<file path="src/design/blsa_pkg.sv">
// ----------------------------------------------------------------------------
// blsa_pkg
// Shared constants and types for the speed-average brake light block.
// ----------------------------------------------------------------------------
package blsa_pkg;

   localparam int MAX_WINDOW = 16;
   localparam int SPEED_BITS = 16;

   localparam int MAG_W    = SPEED_BITS - 1;
   localparam int SLOT_W   = $clog2(MAX_WINDOW);
   localparam int FILL_W   = $clog2(MAX_WINDOW + 1);
   localparam int SUM_W    = MAG_W + SLOT_W;
   localparam int FACTOR_W = 16;
   localparam int WLEN_W   = 5;
   localparam int MARGIN_W = 15;
   localparam int PROD_W   = MAG_W + FACTOR_W;
   localparam int CSR_IDX_W  = 2;
   localparam int CSR_DATA_W = 16;

   localparam logic [MAG_W-1:0] MAG_MAX = {MAG_W{1'b1}};

   localparam logic [FACTOR_W-1:0] ENABLE_FACTOR_RST  = 16'd31130;
   localparam logic [FACTOR_W-1:0] DISABLE_FACTOR_RST = 16'd34079;
   localparam logic [WLEN_W-1:0]   WINDOW_LENGTH_RST  = 5'd10;
   localparam logic [MARGIN_W-1:0] DROP_MARGIN_RST    = 15'd128;

   localparam logic [CSR_IDX_W-1:0] CSR_ENABLE_FACTOR  = 2'd0;
   localparam logic [CSR_IDX_W-1:0] CSR_DISABLE_FACTOR = 2'd1;
   localparam logic [CSR_IDX_W-1:0] CSR_WINDOW_LENGTH  = 2'd2;
   localparam logic [CSR_IDX_W-1:0] CSR_DROP_MARGIN    = 2'd3;

   typedef enum logic [2:0] {
      ST_IDLE,
      ST_REPLACE,
      ST_DIV_START,
      ST_DIV_WAIT,
      ST_MUL_EN,
      ST_MUL_DIS,
      ST_DECIDE
   } blsa_state_type;

endpackage

</file>
<file path="src/design/brake_light_from_speed_average.sv">
// ----------------------------------------------------------------------------
// brake_light_from_speed_average
// Moving average of speed magnitudes with a hysteresis brake light decision.
//
//   channel | direction | tdata fields (lowest bit up)
//   --------+-----------+--------------------------------------------------
//   req_    | in        | speed_sample[15:0]
//   rsp_    | out       | brake_on[0], brake_changed[1], avg_speed[16:2]
//   csr_    | in        | wen, index (0..3), wdata
//
// Each sample passes through a bit-serial divider (one bit per cycle over the
// 19-bit sum); a new sample is taken only once the last one has been decided.
// Reset is synchronous; the window memory needs no clearing pass because only
// entries written since the last clear are ever read.
// A result waiting on rsp_ does not stop the next sample from being taken;
// the block only holds in its decision step while the output is still full.
// ----------------------------------------------------------------------------
module brake_light_from_speed_average
   import blsa_pkg::*;
(
   input  logic                  clock,
   input  logic                  reset,
   input  logic                  req_tvalid,
   output logic                  req_tready,
   input  logic [15:0]           req_tdata,   // speed_sample[15:0]
   output logic                  rsp_tvalid,
   input  logic                  rsp_tready,
   output logic [23:0]           rsp_tdata,   // brake_on, brake_changed, avg_speed, pad
   input  logic                  csr_wen,
   input  logic [CSR_IDX_W-1:0]  csr_index,
   input  logic [CSR_DATA_W-1:0] csr_wdata
);

   blsa_state_type state_ff, state_in;

   logic [FACTOR_W-1:0] enable_factor_ff;
   logic [FACTOR_W-1:0] disable_factor_ff;
   logic [WLEN_W-1:0]   window_length_ff;
   logic [MARGIN_W-1:0] drop_margin_ff;

   logic [FILL_W-1:0] fill_ff, fill_in;
   logic [SLOT_W-1:0] oldest_ff, oldest_in;
   logic [SUM_W-1:0]  sum_ff, sum_in;
   logic              lit_ff, lit_in;
   logic [FILL_W-1:0] len_ff;

   logic signed [SPEED_BITS-1:0] speed_ff;
   logic [MAG_W-1:0]  mag_ff;
   logic [PROD_W-1:0] prod_en_ff;
   logic [PROD_W-1:0] prod_dis_ff;

   logic              rsp_valid_ff, rsp_valid_in;
   logic [23:0]       rsp_data_ff;
   logic              rsp_load;

   // accept-time values
   logic                         accept;
   logic signed [SPEED_BITS-1:0] speed_in;
   logic [SPEED_BITS-1:0]        abs_val;
   logic [MAG_W-1:0]             mag_in;
   logic [FILL_W-1:0]            len_eff;
   logic [FILL_W-1:0]            fill_norm;
   logic [SLOT_W-1:0]            oldest_norm;
   logic [FILL_W:0]              slot_sum;
   logic [FILL_W:0]              slot_wrap;
   logic [SLOT_W-1:0]            append_slot;
   logic [FILL_W-1:0]            oldest_next;

   // memory ports
   logic              ram_wr_en;
   logic [SLOT_W-1:0] ram_wr_addr;
   logic              ram_rd_en;
   logic [MAG_W-1:0]  ram_rd_data;

   // divider
   logic              div_start;
   logic              div_done;
   logic [SUM_W-1:0]  div_quot;
   logic [MAG_W-1:0]  avg;
   logic [MAG_W-1:0]  avg_ff;

   // decision
   logic [PROD_W-1:0]         mag_scaled;
   logic signed [SPEED_BITS:0] v_plus_margin;
   logic signed [PROD_W:0]    vm_scaled;
   logic signed [PROD_W:0]    prod_en_s;
   logic                      turn_on;
   logic                      lit_mid;
   logic                      lit_final;

   assign accept = req_tvalid && req_tready;

   // sample magnitude, most negative value saturates
   always_comb begin
      speed_in = $signed(req_tdata);
      abs_val  = speed_in[SPEED_BITS-1] ? (~req_tdata + 1'b1) : req_tdata;
      if (abs_val[SPEED_BITS-1]) begin
         mag_in = MAG_MAX;
      end else begin
         mag_in = abs_val[MAG_W-1:0];
      end
   end

   // effective window length and ring pointers
   always_comb begin
      if (window_length_ff == '0) begin
         len_eff = FILL_W'(1);
      end else if (32'(window_length_ff) > 32'(MAX_WINDOW)) begin
         len_eff = FILL_W'(MAX_WINDOW);
      end else begin
         len_eff = FILL_W'(window_length_ff);
      end
      if ({1'b0, oldest_ff} >= (FILL_W+1)'(len_eff)) begin
         oldest_norm = '0;
      end else begin
         oldest_norm = oldest_ff;
      end
      fill_norm = (fill_ff > len_eff) ? len_eff : fill_ff;
      slot_sum  = (FILL_W+1)'(oldest_norm) + (FILL_W+1)'(fill_norm);
      slot_wrap = slot_sum - (FILL_W+1)'(len_eff);
      if (slot_sum >= (FILL_W+1)'(len_eff)) begin
         append_slot = slot_wrap[SLOT_W-1:0];
      end else begin
         append_slot = slot_sum[SLOT_W-1:0];
      end
      oldest_next = FILL_W'(oldest_ff) + 1'b1;
   end

   assign ram_rd_en   = accept && (fill_norm >= len_eff);
   assign ram_wr_en   = (accept && (fill_norm < len_eff)) || (state_ff == ST_REPLACE);
   assign ram_wr_addr = (state_ff == ST_REPLACE) ? oldest_ff : append_slot;

   blsa_window_ram u_ram (
      .clock   (clock),
      .wr_en   (ram_wr_en),
      .wr_addr (ram_wr_addr),
      .wr_data ((state_ff == ST_REPLACE) ? mag_ff : mag_in),
      .rd_en   (ram_rd_en),
      .rd_addr (oldest_norm),
      .rd_data (ram_rd_data)
   );

   assign div_start = (state_ff == ST_DIV_START);

   blsa_divider u_div (
      .clock    (clock),
      .reset    (reset),
      .start    (div_start),
      .dividend (sum_ff),
      .divisor  (fill_ff),
      .done     (div_done),
      .quotient (div_quot)
   );

   assign avg = div_quot[MAG_W-1:0];

   // exact comparisons scaled by 2^15
   always_comb begin
      mag_scaled    = {1'b0, mag_ff, {(PROD_W-MAG_W-1){1'b0}}};
      v_plus_margin = (SPEED_BITS+1)'(speed_ff) + $signed({2'b00, drop_margin_ff});
      vm_scaled     = $signed({v_plus_margin, {(PROD_W-SPEED_BITS){1'b0}}});
      prod_en_s     = $signed({1'b0, prod_en_ff});
      turn_on       = !lit_ff && (mag_scaled < prod_en_ff) && (vm_scaled < prod_en_s);
      lit_mid       = lit_ff || turn_on;
      lit_final     = lit_mid && !(mag_scaled > prod_dis_ff);
   end

   assign rsp_load = (state_ff == ST_DECIDE) && (!rsp_valid_ff || rsp_tready);

   // sequencer
   always_comb begin
      state_in   = state_ff;
      req_tready = 1'b0;
      fill_in    = fill_ff;
      oldest_in  = oldest_ff;
      sum_in     = sum_ff;
      lit_in     = lit_ff;
      case (state_ff)
         ST_IDLE: begin
            req_tready = 1'b1;
            if (accept) begin
               oldest_in = oldest_norm;
               if (fill_norm < len_eff) begin
                  fill_in  = fill_norm + 1'b1;
                  sum_in   = sum_ff + SUM_W'(mag_in);
                  state_in = ST_DIV_START;
               end else begin
                  fill_in  = fill_norm;
                  state_in = ST_REPLACE;
               end
            end
         end
         ST_REPLACE: begin
            // evicted magnitude arrives from the memory this cycle
            sum_in = sum_ff - SUM_W'(ram_rd_data) + SUM_W'(mag_ff);
            if (oldest_next >= len_ff) begin
               oldest_in = '0;
            end else begin
               oldest_in = oldest_next[SLOT_W-1:0];
            end
            state_in = ST_DIV_START;
         end
         ST_DIV_START: begin
            state_in = ST_DIV_WAIT;
         end
         ST_DIV_WAIT: begin
            if (div_done) begin
               state_in = ST_MUL_EN;
            end
         end
         ST_MUL_EN: begin
            state_in = ST_MUL_DIS;
         end
         ST_MUL_DIS: begin
            state_in = ST_DECIDE;
         end
         ST_DECIDE: begin
            if (rsp_load) begin
               lit_in   = lit_final;
               state_in = ST_IDLE;
            end
         end
         default: begin
            state_in = ST_IDLE;
         end
      endcase
      // window length write clears the window
      if (csr_wen && (csr_index == CSR_WINDOW_LENGTH)) begin
         fill_in   = '0;
         oldest_in = '0;
         sum_in    = '0;
      end
   end

   always_comb begin
      rsp_valid_in = rsp_valid_ff;
      if (rsp_valid_ff && rsp_tready) begin
         rsp_valid_in = 1'b0;
      end
      if (rsp_load) begin
         rsp_valid_in = 1'b1;
      end
   end

   always_ff @(posedge clock) begin
      if (reset) begin
         state_ff     <= ST_IDLE;
         fill_ff      <= '0;
         oldest_ff    <= '0;
         sum_ff       <= '0;
         lit_ff       <= 1'b0;
         rsp_valid_ff <= 1'b0;
      end else begin
         state_ff     <= state_in;
         fill_ff      <= fill_in;
         oldest_ff    <= oldest_in;
         sum_ff       <= sum_in;
         lit_ff       <= lit_in;
         rsp_valid_ff <= rsp_valid_in;
      end
   end

   // configuration registers
   always_ff @(posedge clock) begin
      if (reset) begin
         enable_factor_ff  <= ENABLE_FACTOR_RST;
         disable_factor_ff <= DISABLE_FACTOR_RST;
         window_length_ff  <= WINDOW_LENGTH_RST;
         drop_margin_ff    <= DROP_MARGIN_RST;
      end else if (csr_wen) begin
         case (csr_index)
            CSR_ENABLE_FACTOR:  enable_factor_ff  <= csr_wdata[FACTOR_W-1:0];
            CSR_DISABLE_FACTOR: disable_factor_ff <= csr_wdata[FACTOR_W-1:0];
            CSR_WINDOW_LENGTH:  window_length_ff  <= csr_wdata[WLEN_W-1:0];
            CSR_DROP_MARGIN:    drop_margin_ff    <= csr_wdata[MARGIN_W-1:0];
            default: begin
            end
         endcase
      end
   end

   // payload registers
   always_ff @(posedge clock) begin
      if (accept) begin
         speed_ff <= speed_in;
         mag_ff   <= mag_in;
         len_ff   <= len_eff;
      end
      if (div_done) begin
         avg_ff <= avg;
      end
      if (state_ff == ST_MUL_EN) begin
         prod_en_ff <= PROD_W'(avg_ff) * PROD_W'(enable_factor_ff);
      end
      if (state_ff == ST_MUL_DIS) begin
         prod_dis_ff <= PROD_W'(avg_ff) * PROD_W'(disable_factor_ff);
      end
      if (rsp_load) begin
         rsp_data_ff <= {7'b0, avg_ff, (lit_final != lit_ff), lit_final};
      end
   end

   assign rsp_tvalid = rsp_valid_ff;
   assign rsp_tdata  = rsp_data_ff;

endmodule

</file>
<file path="src/design/blsa_window_ram.sv">
// ----------------------------------------------------------------------------
// blsa_window_ram
// Window of speed magnitudes: one write port, one read port, registered read.
// ----------------------------------------------------------------------------
module blsa_window_ram
   import blsa_pkg::*;
(
   input  logic              clock,
   input  logic              wr_en,
   input  logic [SLOT_W-1:0] wr_addr,
   input  logic [MAG_W-1:0]  wr_data,
   input  logic              rd_en,
   input  logic [SLOT_W-1:0] rd_addr,
   output logic [MAG_W-1:0]  rd_data
);

   logic [MAG_W-1:0] mem_ff [MAX_WINDOW];
   logic [MAG_W-1:0] rd_data_ff;

   always_ff @(posedge clock) begin
      if (wr_en) begin
         mem_ff[wr_addr] <= wr_data;
      end
   end

   always_ff @(posedge clock) begin
      if (rd_en) begin
         rd_data_ff <= mem_ff[rd_addr];
      end
   end

   assign rd_data = rd_data_ff;

endmodule

</file>
<file path="src/design/blsa_divider.sv">
// ----------------------------------------------------------------------------
// blsa_divider
// Restoring divider, one quotient bit per cycle: window sum by fill count.
// ----------------------------------------------------------------------------
module blsa_divider
   import blsa_pkg::*;
(
   input  logic              clock,
   input  logic              reset,
   input  logic              start,
   input  logic [SUM_W-1:0]  dividend,
   input  logic [FILL_W-1:0] divisor,
   output logic              done,
   output logic [SUM_W-1:0]  quotient
);

   localparam int CNT_W = $clog2(SUM_W + 1);

   logic [FILL_W-1:0] rem_ff, rem_in;
   logic [SUM_W-1:0]  quo_ff, quo_in;
   logic [FILL_W-1:0] dsr_ff;
   logic [CNT_W-1:0]  cnt_ff, cnt_in;
   logic              busy_ff, busy_in;
   logic              done_ff, done_in;
   logic [FILL_W:0]   trial;
   logic [FILL_W:0]   diff;

   always_comb begin
      trial   = {rem_ff, quo_ff[SUM_W-1]};
      diff    = trial - {1'b0, dsr_ff};
      rem_in  = rem_ff;
      quo_in  = quo_ff;
      cnt_in  = cnt_ff;
      busy_in = busy_ff;
      done_in = 1'b0;
      if (start) begin
         rem_in  = '0;
         quo_in  = dividend;
         cnt_in  = CNT_W'(SUM_W);
         busy_in = 1'b1;
      end else if (busy_ff) begin
         // remainder stays below the divisor, so it fits back in FILL_W bits
         if (trial >= {1'b0, dsr_ff}) begin
            rem_in = diff[FILL_W-1:0];
            quo_in = {quo_ff[SUM_W-2:0], 1'b1};
         end else begin
            rem_in = trial[FILL_W-1:0];
            quo_in = {quo_ff[SUM_W-2:0], 1'b0};
         end
         cnt_in = cnt_ff - 1'b1;
         if (cnt_ff == CNT_W'(1)) begin
            busy_in = 1'b0;
            done_in = 1'b1;
         end
      end
   end

   always_ff @(posedge clock) begin
      if (reset) begin
         busy_ff <= 1'b0;
         done_ff <= 1'b0;
         cnt_ff  <= '0;
      end else begin
         busy_ff <= busy_in;
         done_ff <= done_in;
         cnt_ff  <= cnt_in;
      end
   end

   always_ff @(posedge clock) begin
      rem_ff <= rem_in;
      quo_ff <= quo_in;
      if (start) begin
         dsr_ff <= divisor;
      end
   end

   assign done     = done_ff;
   assign quotient = quo_ff;

endmodule
</file>
<file path="config.mk">
export PLATFORM = sky130hd
export DESIGN_NAME = brake_light_from_speed_average
export DESIGN_NICKNAME = d
export VERILOG_FILES = /design/src/design/blsa_pkg.sv /design/src/design/brake_light_from_speed_average.sv /design/src/design/blsa_window_ram.sv /design/src/design/blsa_divider.sv
export SDC_FILE = /design/constraint.sdc
export NUM_CORES = 2
export LEC_CHECK = 0
export BUFFER_PORTS_ARGS = -buffer_cell sky130_fd_sc_hd__buf_2
export CAP_MARGIN = 20
export CORE_MARGIN = 5
export CORE_UTILIZATION = 60
export DETAILED_ROUTE_END_ITERATION = 10
export PLACE_DENSITY = 0.85
export SLEW_MARGIN = 20
export SYNTH_ARGS = -nofsm -noshare
export SYNTH_HDL_FRONTEND = slang
export SYNTH_SLANG_ARGS = --single-unit
</file>
<file path="constraint.sdc">
create_clock -name clock -period 17.7 [get_ports clock]
set_clock_uncertainty 0.15 [all_clocks]
set_input_delay 3.54 -clock clock [delete_from_list [all_inputs] [get_ports clock]]
set_output_delay 3.54 -clock clock [all_outputs]
set_load 0.005 [all_outputs]
</file>
**After elaboration in Yosys (flattened, before gate mapping)**

Memories as Yosys holds them, arrays and structs flattened. A register that Yosys moved wholly into a read port is not among the register bits.
Cells that the tools add are included.
Widths: inputs -> output; s select.

- Input bits: 39
- Memories: 1
- Output and inout bits: 26
- Logic and storage cells: 135
- Bits in writable memories: 240
- Register bits after elaboration: 251

Memories:

| memory | words | width | read ports | clocked after memory_dff | write ports | RTL line | RTL |
|---|---|---|---|---|---|---|---|
| u_ram.mem_ff | 16 | 15 | 1 | 1 | 1 | blsa_window_ram.sv:17 | `logic [MAG_W-1:0] mem_ff [MAX_WINDOW];` |

- $add $sub $neg: 11
- Equal/unequal tests: 15
- Order comparisons: 11
- Bitwise logic cells: 2
- Multiplexer cells: 36
- Reductions and logical operators: 33
- Multiply operators: 2

Operator list:

| operator | number |
|---|---|
| $mux 19 | 4 |
| $mul 15x16->31 | 2 |
| $add 19x15->19 | 2 |
| $pmux 19 s2 | 1 |
| $mux 5 | 7 |
| $lt 32x32->1 | 1 |
| $gt 30x31->1 | 1 |
| $lt 30x31->1 | 1 |
| $mux 15 | 2 |
| $pmux 3 s7 | 1 |
| $mux 4 | 5 |
| $sub 19x15->19 | 1 |
| $add 16x16->17 | 1 |
| $add 16x1->16 const B | 1 |
| $mux 16 | 1 |
| $not 16->16 | 1 |
| $reduce_and 2->1 | 7 |
| $ge 6x5->1 | 2 |
| $ge 5x5->1 | 2 |
| $mux 1 | 10 |
| $eq 3x3->1 const B | 3 |
| $logic_and 1x1->1 | 9 |
| $mux 3 | 3 |
| $pmux 4 s2 | 1 |
| other kinds (29) | 41 |

**Longest topological paths before layout**

- Word-level depth: 10
- Mapped depth: 25
- Depth with buffers taken out: 23

**Modules after synthesis**

A second synthesis with hierarchy kept.

- Cells, all modules: 3,643
- Area total of the unflattened synthesis: 39,699.3 sq um

By module, submodules not included:

| module | area an instance (sq um) | cells an instance | sequential area each (sq um) | times used |
|---|---|---|---|---|
| brake_light_from_speed_average | 28,399.7 | 3,103 | 5,605.4 | 1 |
| blsa_window_ram | 9,596.7 | 406 | 7,657.3 | 1 |
| blsa_divider | 1,702.9 | 134 | 960.9 | 1 |

**Worst setup path after synthesis**

OpenSTA, ideal clock, no wires.

- Kind: in2reg
- Start: input port req_tdata[1]
- End: register sum_ff[18]
- Required time: 17,423 ps
- Library setup time: 127 ps
- Path buffers: 0
- Cell stages on the path: 16
- Setup slack: 10,138 ps
- Data arrival time: 7,285 ps
- Cells stage by stage: or2_1 > or4_1 > or3_1 > nor4_4 > nand3_2 > nand2_1 > ha_1 > fa_1 > a211oi_1 > o211a_1 > o311ai_0 > nand2_1 > o21ai_2 > a211oi_1 > a22o_1 > or3_1

- Longest elaborated chain between the ends: 8

RTL lines:

| item | RTL line | RTL |
|---|---|---|
| start, declared | brake_light_from_speed_average.sv:25 | `input logic [15:0] req_tdata,` |
| $not 16->16 | brake_light_from_speed_average.sv:96 | `abs_val = speed_in[SPEED_BITS-1] ? (~req_tdata + 1'b1) : req_tdata;` |
| $add 16x1->16 | brake_light_from_speed_average.sv:96 |  |
| $mux 16 | brake_light_from_speed_average.sv:96 |  |
| $mux 15 | brake_light_from_speed_average.sv:97 | `if (abs_val[SPEED_BITS-1]) begin` |
| named net mag_in[0] | brake_light_from_speed_average.sv:60 | `logic [MAG_W-1:0] mag_in;` |
| $add 19x15->19 | brake_light_from_speed_average.sv:185 | `sum_in = sum_ff + SUM_W'(mag_in);` |
| $mux 19 | brake_light_from_speed_average.sv:183 | `if (fill_norm < len_eff) begin` |
| $mux 19 | brake_light_from_speed_average.sv:181 | `if (accept) begin` |
| $pmux 19 s2 | brake_light_from_speed_average.sv:178 | `case (state_ff)` |
| end signal, assigned | brake_light_from_speed_average.sv:257 | `sum_ff <= sum_in;` |
| end, declared | brake_light_from_speed_average.sv:43 | `logic [SUM_W-1:0] sum_ff, sum_in;` |

The timed path passes the listed nets, and every way through them passes these cells. The select of a mux whose other input is x is not followed.
A chain may end at the register's enable or synchronous reset.

**Final worst setup path**

Same ends and word-level chain as after synthesis.

==> out/metrics.csv <==
metric;value;unit
max-vdd-ir-drop;0.131;mV
grt_first_pass_wirelength;159;mm
status;complete, no violations;
cts_resized;0;
finalNetCount;4610;
ant_nets;0;
switching_power;2.04;mW
power_frac_clock;21.5;%
coreArea;65900;µm²
grt_max_degree;68;
syn_area;40000;µm²
power_density;121;nW/µm²
crit_type;in2reg;
routed-via-count;28600;
critPathRequiredTime;18.04;ns
layout_min_cycle_time;8.06;ns
synthDistinctLibCells;83;
cts_tree;done;
grt_antenna_before_repair;4;
pwr-share-seq;30.2;%
post_cts_buffers;0;
finalCritPeriodShare;45.5;%
layout_common_cells;inv_1, nand2_1, edfxtp_1;
worstSetupEndpointType;register;
layout_commonest_cell;inv_1;
swShare;39.2;%
seq_area_frac_synth;35.6;%
comb_power_share;48.3;%
synthFlopType;edfxtp_1;
drc;0;
dr.pass1.iters;6;
synthArstFlopShare;0;%
numCtsBuffers;52;
start_util;60.7;%
syn_inst;3863;
clockBufferDepth;3;
die_x;268;µm
worst_pin_slew;1.07;ns
drive_gt1_share;6.25;%
setup_violations;0;
avgSynthCellArea;10.3;µm²
synth_edf_count;409;
synth_top_cell_by_area;edfxtp_1;
postSynthRegisterBits;506;
netlist.area_leader.share;30.7;%
port_buffers;57;
wl_per_cell;20.7;µm
slew_headroom;28.8;%
gp_congestion;0.911;
grtUsageTotal;27.9;%
slew_violations;0;
via_per_inst;5.98;
cts_root_buf;clkbuf_16;
wl;99.0;mm
fin_tns_setup;0;ns
holdWs;0.301;ns
cts_hold_buf;0;
rsz0062_at_grt;false;
crit_arrival;8.40;ns
crit_fanout;17;
area_growth;7.31;%
grt_pass1_vias;29700;
hold_violations;0;
fmax;0.124;GHz
dpl.hpwl;70.8;mm
clk_latency;0.62;ns
boundaryPins;65;
clkSinkCount;506;
num_rows;94;
path_clk_slew;0.06;ns
htreeDepth;2;
drt-initial-drc-count;2437;
hold_class;reg2reg;
critPathLaunchType;input port;
grt-ovfl-total;0;
leakage;18.5;nW
die_h;268;µm
ys_warn_count;0;
drv_cap;0;
yosys-top-cells-area;edfxtp_1, fa_1, ha_1, inv_1, dfxtp_1;
dieArea;71900;µm²
p_int;3.16;mW
==> power by group through the flow <==
| stage | Sequential (mW) | Combinational [mW] | Clock [mW] |
|---|---|---|---|
| 2_1_floorplan | 1.55 | 1.91 | 0 |
| 3_5_place_dp | 1.59 | 2.44 | 0 |
| 5_1_grt | 1.58 | 2.84 | 1.18 |
| 4_1_cts | 1.57 | 2.50 | 1.13 |
| 6_report | 1.57 | 2.51 | 1.12 |
| 3_3_place_gp | 1.59 | 2.39 | 0 |
==> worst max-delay path: stages <==
cell and delay (ns):
buf_2 0.12, or2_1 0.24, or4_1 0.61, or3_1 0.49
nor4_4 0.21, nand3_2 0.39, nand2_1 0.25, ha_1 0.24
fa_1 0.25, a211oi_1 0.12, o211a_1 0.27, o311ai_0 0.46
nand2_1 0.13, o21ai_2 0.29, a211oi_1 0.13, a22o_1 0.26
or3_1 0.37
==> flip-flops by register name (all words and copies together) (netlist names), 4 cells and up <==
register and flops:
u_ram.mem_ff 240, prod_dis_ff 31, prod_en_ff 31, sum_ff 19, u_div.quotient 19, rsp_tdata 17, disable_factor_ff 16, enable_factor_ff 16
speed_ff 16, avg_ff 15, drop_margin_ff 15, mag_ff 15, u_ram.rd_data 15, fill_ff 5, len_ff 5, u_div.cnt_ff 5
u_div.dsr_ff 5, u_div.rem_ff 5, window_length_ff 5, oldest_ff 4
==> path summary, 6_finish.rpt <==
| check | cells after the start | from | end | slack, ns |
|---|---|---|---|---|
| setup / recovery | 17 | req_tdata[1] | sum_ff[18] | 9.64 |
| hold / removal | 0 | u_div.quotient[3] | avg_ff[3] | 0.30 |
| setup reg to reg | 20 | avg_ff[3] | prod_dis_ff[30] | 10.73 |
| hold reg to reg | 0 | u_div.quotient[3] | avg_ff[3] | 0.30 |
==> Yosys cell counts, drive strengths merged, types with 4 or more instances <==
library cell  instances
o21ai               100
nor2b                32
ha                  325
a22oi                 4
dfxtp                97
and2                246
nor3b                18
o21bai               17
nor3                 36
a21o                 54
clkbuf              144
mux4                 15
or2                  10
buf                  21
nor2                128
a311oi               18
and3                 11
o21a                 17
a31oi                14
a32o                 15
nand3                76
o2bb2ai              16
fa                  380
a2111oi               8
xnor2                71
o22a                 15
a211oi               63
nor4                 16
nand2               514
mux2i                50
a221oi                4
nand2b               20
inv                 574
edfxtp              409
or3                  12
a21oi               173
xor2                 41
o31ai                15
o211ai               16
nand4                13
==> cell families after synthesis <==
logic type	Yosys count	share of synthesized area [%]
AOI/OAI and AO/OA	583	9.62
xor gates and xnor gates	112	2.46
adders and majority gates	705	29.2
buffers and inverters	742	7.08
DFF	506	35.6
muxes	67	2.15
other	1	0.00939
and+or+nand+nor	1147	13.9
==> stage by stage <==
step                instance area, µm²  setup slack [ns]  std cells  power, mW  util, %
CTS                              42800              9.70       4770       5.19     65.0
detailed placement               41100              9.10       4675       4.03     62.4
finish                           42900              9.64       4773       5.20     65.1
global placement                 41100              9.16       4674       3.98     62.4
global route                     42900              9.37       4772       5.60     65.1
floorplan                        40000             10.14       3869       3.46        -
==> routing by layer <==
| metal | GRT usage (%) | wire, µm | vias up |
|---|---|---|---|
| li1 | - | - | 12900 |
| met1 | 35.1 | 37600 | 14100 |
| met2 | 47.1 | 48500 | 1275 |
| met3 | 6.89 | 8850 | 273 |
| met4 | 10.6 | 3920 | 6 |
| met5 | 0 | 41 | - |
==> layout make-up <==
| cell class | count | area, µm² |
|---|---|---|
| flip-flops and latches | 506 | 14200 |
| repair buffers | 108 | 668 |
| diodes | 2 | 5.00 |
| fillers | 4872 | 23000 |
| clock inverters | 26 | 302 |
| inverters | 577 | 2170 |
| multi-input cells | 2621 | 23000 |
| clock buffers | 69 | 1420 |
| well taps | 864 | 1080 |
No activity file was read; power rests on OpenSTA's default activity.
